## config.mk

```make
export PLATFORM = sky130hd
export DESIGN_NAME = sdq_single_wire_master_top
export DESIGN_NICKNAME = d
export VERILOG_FILES = /design/src/rtl/core/sdq_pkg.sv /design/src/rtl/core/sdq_single_wire_master_top.sv /design/src/rtl/core/sdq_in_stage.sv /design/src/rtl/core/sdq_ctrl.sv /design/src/rtl/core/sdq_out_stage.sv
export SDC_FILE = /design/constraint.sdc
export NUM_CORES = 1
export LEC_CHECK = 0
export BUFFER_PORTS_ARGS = -buffer_cell sky130_fd_sc_hd__buf_2
export CAP_MARGIN = 40
export CORE_ASPECT_RATIO = 2
export CORE_MARGIN = 4
export CORE_UTILIZATION = 65
export DETAILED_ROUTE_END_ITERATION = 6
export PLACE_DENSITY = 0.85
export SYNTH_ARGS = -nofsm -noshare
export SYNTH_HDL_FRONTEND = slang
export SYNTH_HIERARCHICAL = 1
export SYNTH_SLANG_ARGS = --single-unit
```

## constraint.sdc

```tcl
create_clock -name clk_i -period 7.7 [get_ports clk_i]
set_input_delay 0.385 -clock clk_i [delete_from_list [all_inputs] [get_ports clk_i]]
set_output_delay 0.385 -clock clk_i [all_outputs]
set_load 0.02 [all_outputs]
```

## src/rtl/core/sdq_pkg.sv

```systemverilog
// Shared types and constants for the single-wire bus master.
// Holds the item structs, the phase and command codes and the bus timing figures.
// No dependencies.
package sdq_pkg;

  localparam int unsigned TickW = 10;

  // Command codes carried in the mode field.
  localparam logic [1:0] MODE_TICK  = 2'd0;
  localparam logic [1:0] MODE_RESET = 2'd1;
  localparam logic [1:0] MODE_WRITE = 2'd2;
  localparam logic [1:0] MODE_READ  = 2'd3;

  // Configuration register indexes.
  localparam logic CFG_READ_SAMPLE_DELAY = 1'b0;
  localparam logic CFG_PRESENCE_POLLS    = 1'b1;

  localparam logic [7:0] READ_SAMPLE_DELAY_RST = 8'd5;
  localparam logic [7:0] PRESENCE_POLLS_RST    = 8'd50;

  // Bus timing in ticks.
  localparam logic [TickW-1:0] RS_LOW_TICKS   = 10'd800;
  localparam logic [TickW-1:0] RS_REL_TICKS   = 10'd60;
  localparam logic [TickW-1:0] REC_TICKS      = 10'd200;
  localparam logic [TickW-1:0] WR_ONE_LOW     = 10'd14;
  localparam logic [TickW-1:0] WR_ZERO_LOW    = 10'd104;
  localparam logic [TickW-1:0] WR_ONE_HIGH    = 10'd107;
  localparam logic [TickW-1:0] WR_ZERO_HIGH   = 10'd17;
  localparam logic [TickW-1:0] RD_LOW_TICKS   = 10'd7;
  localparam logic [TickW-1:0] RD_TAIL_TICKS  = 10'd65;
  localparam logic [3:0]       BITS_PER_BYTE  = 4'd8;

  typedef enum logic [10:0] {
    PH_IDLE    = 11'b000_0000_0001,
    PH_RS_LOW  = 11'b000_0000_0010,
    PH_RS_REL  = 11'b000_0000_0100,
    PH_RS_POLL = 11'b000_0000_1000,
    PH_RS_REC  = 11'b000_0001_0000,
    PH_WR_LOW  = 11'b000_0010_0000,
    PH_WR_HIGH = 11'b000_0100_0000,
    PH_RD_LOW  = 11'b000_1000_0000,
    PH_RD_WAIT = 11'b001_0000_0000,
    PH_RD_TAIL = 11'b010_0000_0000,
    PH_RD_REC  = 11'b100_0000_0000
  } phase_e;

  typedef struct packed {
    logic [1:0] mode;
    logic [7:0] tx_byte;
    logic       line_level;
  } in_item_t;

  typedef struct packed {
    logic       drive_low;
    logic       busy_res;
    logic       done_res;
    logic       presence;
    logic [7:0] rx_byte;
  } out_item_t;

  typedef struct packed {
    logic valid;
    logic idx;
    logic [7:0] data;
  } cfg_wr_t;

endpackage

```

## src/rtl/core/sdq_single_wire_master_top.sv

```systemverilog
// Single-wire bus master: an accepted item passes the input and result registers.
// One item per cycle without output stall; sequencer phase and counters update once per item.
// The input stall follows the output stall combinationally through the result register.
// Reset is asynchronous, active low: idle phase, counters and shift registers cleared,
// sample delay 5 and presence polls 50. Depends on sdq_pkg and the three stage modules.
module sdq_single_wire_master_top (
  input  logic               clk_i,
  input  logic               rst_ni,
  input  logic               in_valid_i,
  output logic               in_stall_o,
  input  sdq_pkg::in_item_t  in_item_i,
  output logic               out_valid_o,
  input  logic               out_stall_i,
  output sdq_pkg::out_item_t out_item_o,
  input  logic               cfg_valid_i,
  output logic               cfg_ready_o,
  input  logic               cfg_index_i,
  input  logic [7:0]         cfg_data_i
);
  import sdq_pkg::*;

  logic      advance;
  logic      item_valid;
  in_item_t  item;
  out_item_t result;
  cfg_wr_t   cfg;

  assign cfg_ready_o = 1'b1;
  assign cfg.valid   = cfg_valid_i & cfg_ready_o;
  assign cfg.idx     = cfg_index_i;
  assign cfg.data    = cfg_data_i;

  sdq_in_stage u_in (
    .clk_i       (clk_i),
    .rst_ni      (rst_ni),
    .in_valid_i  (in_valid_i),
    .in_stall_o  (in_stall_o),
    .in_item_i   (in_item_i),
    .advance_i   (advance),
    .item_valid_o(item_valid),
    .item_o      (item)
  );

  sdq_ctrl u_ctrl (
    .clk_i    (clk_i),
    .rst_ni   (rst_ni),
    .cfg_i    (cfg),
    .advance_i(advance),
    .item_i   (item),
    .result_o (result)
  );

  sdq_out_stage u_out (
    .clk_i       (clk_i),
    .rst_ni      (rst_ni),
    .item_valid_i(item_valid),
    .result_i    (result),
    .advance_o   (advance),
    .out_valid_o (out_valid_o),
    .out_stall_i (out_stall_i),
    .out_item_o  (out_item_o)
  );

endmodule

```

## src/rtl/core/sdq_in_stage.sv

```systemverilog
// Input register of the bus master: holds one accepted item for the processing stage.
// Depends on sdq_pkg.
module sdq_in_stage (
  input  logic              clk_i,
  input  logic              rst_ni,
  input  logic              in_valid_i,
  output logic              in_stall_o,
  input  sdq_pkg::in_item_t in_item_i,
  input  logic              advance_i,
  output logic              item_valid_o,
  output sdq_pkg::in_item_t item_o
);
  import sdq_pkg::*;

  logic     valid_q, valid_d;
  in_item_t item_q;
  logic     load;

  // The register frees itself in the same cycle that its item moves on.
  assign in_stall_o = valid_q & ~advance_i;
  assign load       = in_valid_i & ~in_stall_o;
  assign valid_d    = load | (valid_q & ~advance_i);

  always_ff @(posedge clk_i or negedge rst_ni) begin
    if (!rst_ni) begin
      valid_q <= 1'b0;
    end else begin
      valid_q <= valid_d;
    end
  end

  always_ff @(posedge clk_i) begin
    if (load) begin
      item_q <= in_item_i;
    end
  end

  assign item_valid_o = valid_q;
  assign item_o       = item_q;

endmodule

```

## src/rtl/core/sdq_ctrl.sv

```systemverilog
// Bus sequencer: phase, tick and bit counters, shift registers and configuration.
// Steps once for each item handed on by the input register. Depends on sdq_pkg.
module sdq_ctrl (
  input  logic               clk_i,
  input  logic               rst_ni,
  input  sdq_pkg::cfg_wr_t   cfg_i,
  input  logic               advance_i,
  input  sdq_pkg::in_item_t  item_i,
  output sdq_pkg::out_item_t result_o
);
  import sdq_pkg::*;

  logic [7:0]       sample_delay_q, polls_q;
  phase_e           phase_q, phase_d;
  logic [TickW-1:0] tick_q, tick_d, tick_inc, limit;
  logic [3:0]       bit_q, bit_d, bit_inc;
  logic [7:0]       poll_q, poll_d;
  logic [8:0]       poll_inc, poll_limit;
  logic [7:0]       send_q, send_d;
  logic [7:0]       recv_q, recv_d;
  logic             pres_q, pres_d;
  logic             done;

  assign tick_inc   = tick_q + 10'd1;
  assign bit_inc    = bit_q + 4'd1;
  assign poll_inc   = {1'b0, poll_q} + 9'd1;
  // A poll limit of zero stands for 256 polls.
  assign poll_limit = (polls_q == 8'd0) ? 9'd256 : {1'b0, polls_q};

  always_comb begin
    phase_d = phase_q;
    tick_d  = tick_q;
    bit_d   = bit_q;
    poll_d  = poll_q;
    send_d  = send_q;
    recv_d  = recv_q;
    pres_d  = pres_q;
    done    = 1'b0;
    limit   = '0;
    if (item_i.mode == MODE_TICK) begin
      case (phase_q)
        PH_IDLE: begin
        end
        PH_RS_LOW: begin
          tick_d = tick_inc;
          if (tick_inc >= RS_LOW_TICKS) begin
            phase_d = PH_RS_REL;
            tick_d  = '0;
          end
        end
        PH_RS_REL: begin
          tick_d = tick_inc;
          if (tick_inc >= RS_REL_TICKS) begin
            phase_d = PH_RS_POLL;
            tick_d  = '0;
            poll_d  = '0;
          end
        end
        PH_RS_POLL: begin
          if (!item_i.line_level) begin
            pres_d  = 1'b1;
            phase_d = PH_RS_REC;
            tick_d  = '0;
          end else begin
            poll_d = poll_inc[7:0];
            if (poll_inc >= poll_limit) begin
              phase_d = PH_RS_REC;
              tick_d  = '0;
            end
          end
        end
        PH_RS_REC, PH_RD_REC: begin
          tick_d = tick_inc;
          if (tick_inc >= REC_TICKS) begin
            phase_d = PH_IDLE;
            tick_d  = '0;
            done    = 1'b1;
          end
        end
        PH_WR_LOW: begin
          limit  = send_q[0] ? WR_ONE_LOW : WR_ZERO_LOW;
          tick_d = tick_inc;
          if (tick_inc >= limit) begin
            phase_d = PH_WR_HIGH;
            tick_d  = '0;
          end
        end
        PH_WR_HIGH: begin
          limit  = send_q[0] ? WR_ONE_HIGH : WR_ZERO_HIGH;
          tick_d = tick_inc;
          if (tick_inc >= limit) begin
            send_d = {1'b0, send_q[7:1]};
            bit_d  = bit_inc;
            tick_d = '0;
            if (bit_inc >= BITS_PER_BYTE) begin
              phase_d = PH_IDLE;
              done    = 1'b1;
            end else begin
              phase_d = PH_WR_LOW;
            end
          end
        end
        PH_RD_LOW: begin
          tick_d = tick_inc;
          if (tick_inc >= RD_LOW_TICKS) begin
            tick_d  = '0;
            phase_d = (sample_delay_q == 8'd0) ? PH_RD_TAIL : PH_RD_WAIT;
          end
        end
        PH_RD_WAIT: begin
          tick_d = tick_inc;
          if (tick_inc >= {2'b00, sample_delay_q}) begin
            phase_d = PH_RD_TAIL;
            tick_d  = '0;
          end
        end
        PH_RD_TAIL: begin
          // The line is sampled on the first tick of the tail.
          if (tick_q == '0) begin
            recv_d = recv_q | ({7'd0, item_i.line_level} << bit_q[2:0]);
          end
          tick_d = tick_inc;
          if (tick_inc >= RD_TAIL_TICKS) begin
            bit_d   = bit_inc;
            tick_d  = '0;
            phase_d = (bit_inc >= BITS_PER_BYTE) ? PH_RD_REC : PH_RD_LOW;
          end
        end
        default: begin
          phase_d = PH_IDLE;
          tick_d  = '0;
        end
      endcase
    end else if (phase_q == PH_IDLE) begin
      bit_d  = '0;
      poll_d = '0;
      tick_d = '0;
      case (item_i.mode)
        MODE_RESET: begin
          pres_d  = 1'b0;
          phase_d = PH_RS_LOW;
        end
        MODE_WRITE: begin
          send_d  = item_i.tx_byte;
          phase_d = PH_WR_LOW;
        end
        default: begin
          recv_d  = '0;
          phase_d = PH_RD_LOW;
        end
      endcase
    end
  end

  always_ff @(posedge clk_i or negedge rst_ni) begin
    if (!rst_ni) begin
      sample_delay_q <= READ_SAMPLE_DELAY_RST;
      polls_q        <= PRESENCE_POLLS_RST;
      phase_q        <= PH_IDLE;
      tick_q         <= '0;
      bit_q          <= '0;
      poll_q         <= '0;
      send_q         <= '0;
      recv_q         <= '0;
      pres_q         <= 1'b0;
    end else begin
      if (cfg_i.valid) begin
        case (cfg_i.idx)
          CFG_READ_SAMPLE_DELAY: sample_delay_q <= cfg_i.data;
          CFG_PRESENCE_POLLS:    polls_q        <= cfg_i.data;
          default: begin
          end
        endcase
      end
      if (advance_i) begin
        phase_q <= phase_d;
        tick_q  <= tick_d;
        bit_q   <= bit_d;
        poll_q  <= poll_d;
        send_q  <= send_d;
        recv_q  <= recv_d;
        pres_q  <= pres_d;
      end
    end
  end

  assign result_o.drive_low = (phase_d == PH_RS_LOW) | (phase_d == PH_WR_LOW)
                            | (phase_d == PH_RD_LOW);
  assign result_o.busy_res  = (phase_d != PH_IDLE);
  assign result_o.done_res  = done;
  assign result_o.presence  = pres_d;
  assign result_o.rx_byte   = recv_d;

endmodule

```

## src/rtl/core/sdq_out_stage.sv

```systemverilog
// Result register of the bus master: holds one result item until it is taken.
// Depends on sdq_pkg.
module sdq_out_stage (
  input  logic               clk_i,
  input  logic               rst_ni,
  input  logic               item_valid_i,
  input  sdq_pkg::out_item_t result_i,
  output logic               advance_o,
  output logic               out_valid_o,
  input  logic               out_stall_i,
  output sdq_pkg::out_item_t out_item_o
);
  import sdq_pkg::*;

  logic      valid_q;
  out_item_t item_q;

  // A new result may enter whenever the register is empty or being emptied.
  assign advance_o = item_valid_i & (~valid_q | ~out_stall_i);

  always_ff @(posedge clk_i or negedge rst_ni) begin
    if (!rst_ni) begin
      valid_q <= 1'b0;
    end else if (advance_o) begin
      valid_q <= 1'b1;
    end else if (!out_stall_i) begin
      valid_q <= 1'b0;
    end
  end

  always_ff @(posedge clk_i) begin
    if (advance_o) begin
      item_q <= result_i;
    end
  end

  assign out_valid_o = valid_q;
  assign out_item_o  = item_q;

endmodule
```

# After elaboration in Yosys (flattened, before gate mapping)
# Cells that the tools add are included.
[word_totals] word_cells=152 output_inout_bits=15 in_bits=25 reg_bits=91
[op_classes] shift=1 n_reduce_logical=14 bitwise=13 addsub=3 n_lt_le_gt_ge=10 eq_ne=28 muxes=64
[op_table] op="two-way mux 11 bit" n=13
[op_table] op="two-way mux 10 bit" n=13
[op_table] op="two-way mux 8 bit" n=14
[op_table] op="one-hot mux 11 bit (10 select lines)" n=1
[op_table] op="one-hot mux 10 bit (10 select lines)" n=1
[op_table] op="one-hot mux 8 bit (2 select lines)" n=2
[op_table] op="equality test 11 x 2 -> 1 bit, second input constant" n=2
[op_table] op="equality test 11 x 6 -> 1 bit, second input constant" n=2
[op_table] op="equality test 11 x 8 -> 1 bit, second input constant" n=2
[op_table] op=">= comparator 10 bit" n=2
[op_table] op="!= test 3 bit, second input constant" n=6
[op_table] op="zero test 8 bit" n=2
[op_table] op="two-way mux 4 bit" n=4
[op_table] op="AND reduction 5 bit" n=3
[op_table] op="two-way mux 7 bit" n=2
[op_table] op="equality test 11 x 1 -> 1 bit, second input constant" n=1
[op_table] op="equality test 11 x 10 -> 1 bit, second input constant" n=1
[op_table] op="equality test 11 bit, second input constant" n=1
[op_table] op="equality test 11 x 3 -> 1 bit, second input constant" n=1
[op_table] op="equality test 11 x 4 -> 1 bit, second input constant" n=1
[op_table] op="equality test 11 x 5 -> 1 bit, second input constant" n=1
[op_table] op="equality test 11 x 7 -> 1 bit, second input constant" n=1
[op_table] op="equality test 11 x 9 -> 1 bit, second input constant" n=1
[op_table] op="!= test 11 x 1 -> 1 bit, second input constant" n=1
[op_table] op="32 further kinds" n=55

# Logic depth before layout (Yosys ltp)
# Gate-level depths: netlist (run 1).
[depth] depth_word=10 mapped_depth=15

# Cells and area by module
# The synthesis (run 1) kept the hierarchy.
[modules_own_cells] mod="sdq_ctrl" area_per_inst_um2=5343.9 n_inst=1 seq_area_each_um2=1659.1 cells_each=635
[modules_own_cells] mod="sdq_out_stage" area_per_inst_um2=404.1 n_inst=1 seq_area_each_um2=385.4 cells_each=15
[modules_own_cells] mod="sdq_in_stage" area_per_inst_um2=387.9 n_inst=1 seq_area_each_um2=355.3 cells_each=16
[modules_own_cells] mod="sdq_single_wire_master_top" area_per_inst_um2=11.3 n_inst=1 seq_area_each_um2=0.0 cells_each=2

# Worst setup path after synthesis (run 1)
# OpenSTA, ideal clock, no wires.
[synth_path] path_kind="reg2reg" from="register u_ctrl.tick_q[0]" to="register u_out.item_q, in the netlist u_out/out_item_o[10], data pin" t_arrival_ns=3.653 stages_incl_launch_ff=14 setup_time_ns=0.273 setup_slack_ns=3.774 synth_period_minus_slack_ns=3.926 path_cell_list="dfrtp_1 ha_1 inv_1 or3_4 nand2_1 ha_1 o21ai_0 or2b_2 a31o_2 nor3_2 a31oi_1 or4_1 or4_1 nand4b_1"
[synth_lines] item="start, declared" line_no="sdq_ctrl.sv:15" source="logic [TickW-1:0] tick_q, tick_d, tick_inc, limit;"
[synth_lines] item="start signal, assigned" line_no="sdq_ctrl.sv:177" source="tick_q <= tick_d;"
[synth_lines] item="end signal, assigned" line_no="sdq_out_stage.sv:33" source="item_q <= result_i;"
[synth_lines] item="end, declared" line_no="sdq_out_stage.sv:16" source="out_item_t item_q;"

==> impl_metrics.json, run 1 <==
{
  "p_leak_nw": 2.950,
  "drt_iter0_drc": 425,
  "skew_ns": 0.01030,
  "grt_pass1_wl_um": 27250,
  "syn_area_um2": 6147,
  "cts_sinks": 91,
  "synth_cell_types": 94,
  "p_total_mw": 1.347,
  "grt_pass1_vias": 5404,
  "fmax_mhz": 205.8,
  "holdBufCountCts": 0,
  "ir_drop_mv": 0.1469,
  "clockBufferDepth": 2,
  "stdcell_area_um2": 6605,
  "hold_end": "u_in/item_o[3]$_DFFE_PP_",
  "final_cell_mix": "63 x nand2_1, 62 x dfrtp_1, 58 x o21ai_0",
  "finalWirelength_um": 17190,
  "setup_viol": 0,
  "worstPathRequired_ns": 7.77,
  "drtPass1Iterations": 5,
  "placed_cell_area_um2": 6325,
  "min_from": "in_item_i[3]",
  "wire_per_inst_um": 21.48,
  "fp-row-count": 50,
  "cts-resized-gates": 0,
  "path_max_fanout": 16,
  "p_per_area_nw_per_um2": 204.0,
  "syn_avg_cell_area_um2": 9.202,
  "p_int_mw": 0.9060,
  "synth_seq_area_share": 0.3904,
  "numCtsBuffers": 9,
  "path_class": "flip-flop to flip-flop",
  "netlist_instances": 668,
  "synth_top_area_cell": "dfrtp_1",
  "worstSetupStartpointType": "flip-flop",
  "dieArea_um2": 11170,
  "cts.clk_slew.worst_paths_ns": 0.07,
  "die_width_um": 76.77,
  "whs_path_depth": 1,
  "nets": 751,
  "swShare": 0.3276,
  "fin_ws_ns": 2.841,
  "grtUsageTotal": 0.3138,
  "worstHoldPathType": "input port to flip-flop",
  "r2r_slack_ns": 2.84,
  "synthArstFlopShare": 0.7473,
  "r2r_cells": 13,
  "combPwrFrac": 0.231,
  "fin_crit_sh": 0.6310,
  "dp_hpwl_um": 13130,
  "root_buffer": "clkbuf_16",
  "hold_ws_ns": 0.2206,
  "core_um2": 9321,
  "gp_congestion": 1.004,
  "clock_latency_ns": 0.34,
  "yosysTopAreaCellShare": 0.2524,
  "layout_commonest_cell": "nand2_1",
  "dp_slack_ns": 2.857,
  "slew_headroom": 0.3490,
  "ant_nets": 0,
  "synth_nets": 728,
  "grt.overflow.total": 0,
  "synth_edf_count": 23,
  "endpoint_kind": "flip-flop",
  "antenna_found_initial": 0,
  "period_needed_ns": 4.859,
  "syn_to_final_growth_pct": 7.450,
  "routed_via_density": 6.713,
  "grt_max_degree": 69,
  "yosys_warnings": 6,
  "h-tree-depth": 3,
  "synth.ff_latch_count": 91,
  "outcome": "complete, no violations",
  "cap_violations": 0,
  "r2r_end": "u_out/out_item_o[10]$_DFFE_PP_",
  "fp.dieH_um": 145.5,
  "final_hold_viol_count": 0,
  "worstMarginPinSlew_ns": 0.9643,
  "drc": 0,
  "clkPwrFrac": 0.309,
  "seq_power_share": 0.460,
  "crit_arrival_ns": 4.92,
  "dr_total_vias": 5370,
  "io_buffer_count": 38,
  "r2r-start": "u_ctrl/tick_q[0]$_DFFE_PN0P_",
  "post_cts_buffers": 0,
  "final_max_slew_viol_count": 0,
  "start_util": 0.6595,
  "io_pins": 40,
  "diodes": 0,
  "synth.area.top_cells": "dfrtp_1 25%, edfxtp_1 11%, ha_1 7.1%",
  "synth_top_flop_cell": "dfrtp_1",
  "p_sw_mw": 0.4413,
  "cts_tree": "yes",
  "rsz0062_at_grt": "false",
  "setup_tns_ns": 0,
  "layout-drive-gt1-share": 0.1724
}
## final cells by class
type	count	area, um2
Inverter	41	153.9
Tap cell	104	130.1
Sequential cell	91	2400
Timing Repair Buffer	44	237.7
Multi-Input combinational cell	504	3403
Clock buffer	11	242.7
Fill cell	716	2716
Clock inverter	5	37.54
## synth_stat cells, drive strengths merged, types with 5 or more instances
master	instances
nand2	64
dfrtp	62
o21ai	62
nor2	53
inv	41
ha	35
a21oi	32
nand3	31
edfxtp	23
mux2	22
and3	18
buf	16
clkbuf	16
nor3	12
nand4	11
nor4	11
a22o	10
xnor2	9
a21o	8
nand2b	8
nor2b	8
o31ai	8
a211oi	7
mux2i	7
and2	6
dfstp	6
a31oi	5
and4	5
xor2	5
## critical path: stages (launching register included)
cell and delay, ns:
dfrtp_1 0.61, ha_1 0.57, inv_1 0.18, or3_4 0.44
nand2_1 0.19, ha_1 0.28, a21oi_1 0.14, nor2_1 0.05
o21ai_1 0.36, o311ai_4 0.20, o41a_1 0.41, or4_1 0.39
or4_1 0.56, nand4b_1 0.19
## kinds of logic after synthesis
| kind of cell | synth area share |
|---|---|
| AND/OR/NAND/NOR | 0.2176 |
| adder cells (fa/ha/maj) | 0.07124 |
| flip-flops | 0.3904 |
| XOR/XNOR | 0.02239 |
| buffers and inverters | 0.05719 |
| multiplexers | 0.05170 |
| AO/OA/AOI/OAI | 0.1889 |
| other | 0.0006100 |
## flip-flops by register name, indices dropped and copies added, names as in the netlist, 8 cells and up
signal / count
u_ctrl/sample_delay_q: 8
u_ctrl/recv_q: 8
u_out/out_item_o: 12
u_in/item_o: 11
u_ctrl/tick_q: 10
u_ctrl/polls_q: 8
u_ctrl/phase_q: 11
u_ctrl/send_q: 8
u_ctrl/poll_q: 8
## how the worst max path moves through the flow
stage	startpoint	endpoint	slack, ns
floorplan	u_ctrl/tick_q[0]$_DFFE_PN0P_	u_out/out_item_o[10]$_DFFE_PP_	3.77
global placement	u_ctrl/tick_q[0]$_DFFE_PN0P_	u_out/out_item_o[10]$_DFFE_PP_	2.96
detailed placement	u_ctrl/tick_q[0]$_DFFE_PN0P_	u_out/out_item_o[10]$_DFFE_PP_	2.86
CTS	u_ctrl/tick_q[0]$_DFFE_PN0P_	u_out/out_item_o[10]$_DFFE_PP_	2.85
global route	u_ctrl/tick_q[0]$_DFFE_PN0P_	u_out/out_item_o[10]$_DFFE_PP_	2.59
finish	u_ctrl/tick_q[0]$_DFFE_PN0P_	u_out/out_item_o[10]$_DFFE_PP_	2.84
## through the flow
step                utilization  cells
finish                   0.7086    800
global route             0.7086    800
CTS                      0.7086    800
detailed placement       0.6785    784
global placement         0.6775    783
floorplan                     -    668
## power by group through the flow
stage	Combinational [mW]	Clock, mW	Sequential (mW)
3_5_place_dp	0.304	0	0.625
6_report	0.312	0.416	0.620
4_1_cts	0.308	0.424	0.618
5_1_grt	0.347	0.440	0.626
2_1_floorplan	0.217	0	0.609
3_3_place_gp	0.292	0	0.622
## routing by layer
layer | routed length (um) | global-route usage | up-vias | part of all wire
li1 | - | - | 2489 | -
met1 | 5657 | 0.2990 | 2556 | 0.33
met2 | 9513 | 0.6005 | 242 | 0.55
met3 | 701 | 0.03903 | 83 | 0.041
met4 | 1313 | 0.2169 | 0 | 0.076
met5 | 0 | 0 | - | 0
Note: power is estimated with default switching activity, not from simulation.
==> run 2, diff against run 1 <==
--- a/config.mk
+++ b/config.mk
@@ -9,9 +9,9 @@
 export CAP_MARGIN = 40
 export CORE_ASPECT_RATIO = 2
 export CORE_MARGIN = 4
-export CORE_UTILIZATION = 65
+export CORE_UTILIZATION = 62
 export DETAILED_ROUTE_END_ITERATION = 6
-export PLACE_DENSITY = 0.85
+export PLACE_DENSITY = 0.81
 export SYNTH_ARGS = -nofsm -noshare
 export SYNTH_HDL_FRONTEND = slang
 export SYNTH_HIERARCHICAL = 1
==> constraint.sdc (replaced) <==
create_clock -name clk_i -period 4.9 [get_ports clk_i]
set_input_delay 0.245 -clock clk_i [delete_from_list [all_inputs] [get_ports clk_i]]
set_output_delay 0.245 -clock clk_i [all_outputs]
set_load 0.02 [all_outputs]
==> impl_metrics.json, run 2 (synthesis gave the netlist of run 1 again) <==
{
  "fp-row-count": 51,
  "layout-drive-gt1-share": 0.1827,
  "cts_tree": "yes",
  "crit_arrival_ns": 4.50,
  "period_needed_ns": 4.426,
  "grt.overflow.total": 0,
  "fmax_mhz": 225.9,
  "setup_tns_ns": 0,
  "grt_pass1_wl_um": 27910,
  "cap_violations": 0,
  "rsz0062_at_grt": "false",
  "drt_iter0_drc": 332,
  "endpoint_kind": "flip-flop",
  "worstHoldPathType": "input port to flip-flop",
  "path_class": "flip-flop to flip-flop",
  "gp_congestion": 0.9384,
  "finish.utilization": 0.6949,
  "wl_met2_um": 9889,
  "io_buffer_count": 38,
  "post_cts_buffers": 0,
  "numCtsBuffers": 9,
  "grt_pass1_vias": 5412,
  "worstPathRequired_ns": 4.97,
  "ir_drop_mv": 0.1860,
  "syn_to_final_growth_pct": 9.648,
  "antenna_found_initial": 0,
  "multiInputGateArea_um2": 3403,
  "fp.dieH_um": 148.8,
  "p_per_area_nw_per_um2": 321.2,
  "p_leak_nw": 3.018,
  "cts.clk_slew.worst_paths_ns": 0.06,
  "dieArea_um2": 11670,
  "clock_latency_ns": 0.33,
  "finalWirelength_um": 18050,
  "path_max_fanout": 15,
  "dr_total_vias": 5380,
  "h-tree-depth": 3,
  "outcome": "complete, no violations",
  "io_pins": 40,
  "clockBufferDepth": 2,
  "final_max_slew_viol_count": 0,
  "dp_hpwl_um": 14070,
  "setup_viol": 0,
  "die_width_um": 78.41,
  "start_util": 0.6338,
  "regArea_um2": 2400,
  "top_layer": "met4",
  "final_cell_mix": "63 x nand2_1, 62 x dfrtp_1, 58 x o21ai_0",
  "routed_via_density": 6.420,
  "drtPass1Iterations": 5,
  "layout_commonest_cell": "nand2_1",
  "holdBufCountCts": 1,
  "wl_met3_um": 693,
  "grt_max_degree": 43,
  "nets": 761,
  "diodes": 0,
  "drc": 0,
  "worstMarginPinSlew_ns": 0.8721,
  "cts_sinks": 91,
  "slew_headroom": 0.4136,
  "hold_ws_ns": 0.08664,
  "num-fill-cells": 794,
  "worstSetupStartpointType": "flip-flop",
  "ant_nets": 0,
  "p_total_mw": 2.165,
  "final_hold_viol_count": 0,
  "largest_register_ffs": 12,
  "skew_ns": 0.006414,
  "cts-resized-gates": 0,
  "grtUsageTotal": 0.3191,
  "fin_crit_sh": 0.9034,
  "wire_per_inst_um": 21.54,
  "wirelength_met1_um": 5887,
  "root_buffer": "clkbuf_16",
  "core_um2": 9699
}
## run 2: cell count changes in the layout (fill, tap and decap cells not counted), sizes merged
cell           previous run  this run
buf                      43        53
bufinv                    0         1
clkbuf                   11        12
clkdlybuf4s18             1         0
clkinv                    3         2
clkinvlp                  1         0
dlygate4sd3               0         1
## run 2: worst paths after layout
path                       cells past startpoint  slack (ns)                         start                        endpoint
max                                           12        0.47  u_ctrl/tick_q[0]$_DFFE_PN0P_  u_out/out_item_o[10]$_DFFE_PP_
min                                            1        0.09                  in_item_i[3]        u_in/item_o[3]$_DFFE_PP_
max reg2reg                                   12        0.47  u_ctrl/tick_q[0]$_DFFE_PN0P_  u_out/out_item_o[10]$_DFFE_PP_
min reg2reg                                    2        0.50  u_ctrl/send_q[1]$_DFFE_PN0P_    u_ctrl/send_q[1]$_DFFE_PN0P_
max in group asynchronous                      4        3.84                        rst_ni   u_ctrl/phase_q[0]$_DFFE_PN1P_
min in group asynchronous                      3        0.45                        rst_ni   u_ctrl/polls_q[3]$_DFFE_PN0P_
## run 2: metal layers
metal  up-vias  GRT usage
met5         -          0
met4         0     0.2478
met3        95    0.04293
met2       219     0.6091
met1      2556     0.2924
li1       2510          -
## run 2: critical path, stage by stage (launching register included)
cell and delay [ns]:
dfrtp_1 0.51, ha_1 0.23, buf_4 0.21, xor2_1 0.38, ha_1 0.33, a21o_1 0.16
a2111oi_0 0.45, o21ai_1 0.27, o31ai_1 0.25, a32oi_1 0.08, or4_1 0.53, or4_1 0.56
nand4b_1 0.19
## run 2: cell type report
cell class | count | area share
clock buffers | 12 | 0.03657
clock inverters | 4 | 0.007240
inverters | 41 | 0.02283
multi-input cells | 504 | 0.5049
flip-flops and latches | 91 | 0.3560
well taps | 132 | 0.02450
repair buffers | 54 | 0.04789
## run 2: power by group
group | switching (mW) | leakage [nW] | internal (mW) | total [mW]
registers | 0.0957 | 1.10 | 0.879 | 0.974
logic | 0.312 | 1.77 | 0.188 | 0.499
clock network | 0.282 | 0.147 | 0.410 | 0.691
## run 2: stage by stage
step	setup WS, ns	cells	cell area [um2]
detailed placement	0.5098	821	6435
global placement	0.5967	819	6410
finish	0.4735	838	6740
floorplan	0.9739	668	6147
global route	0.2692	838	6740
CTS	0.4965	838	6740
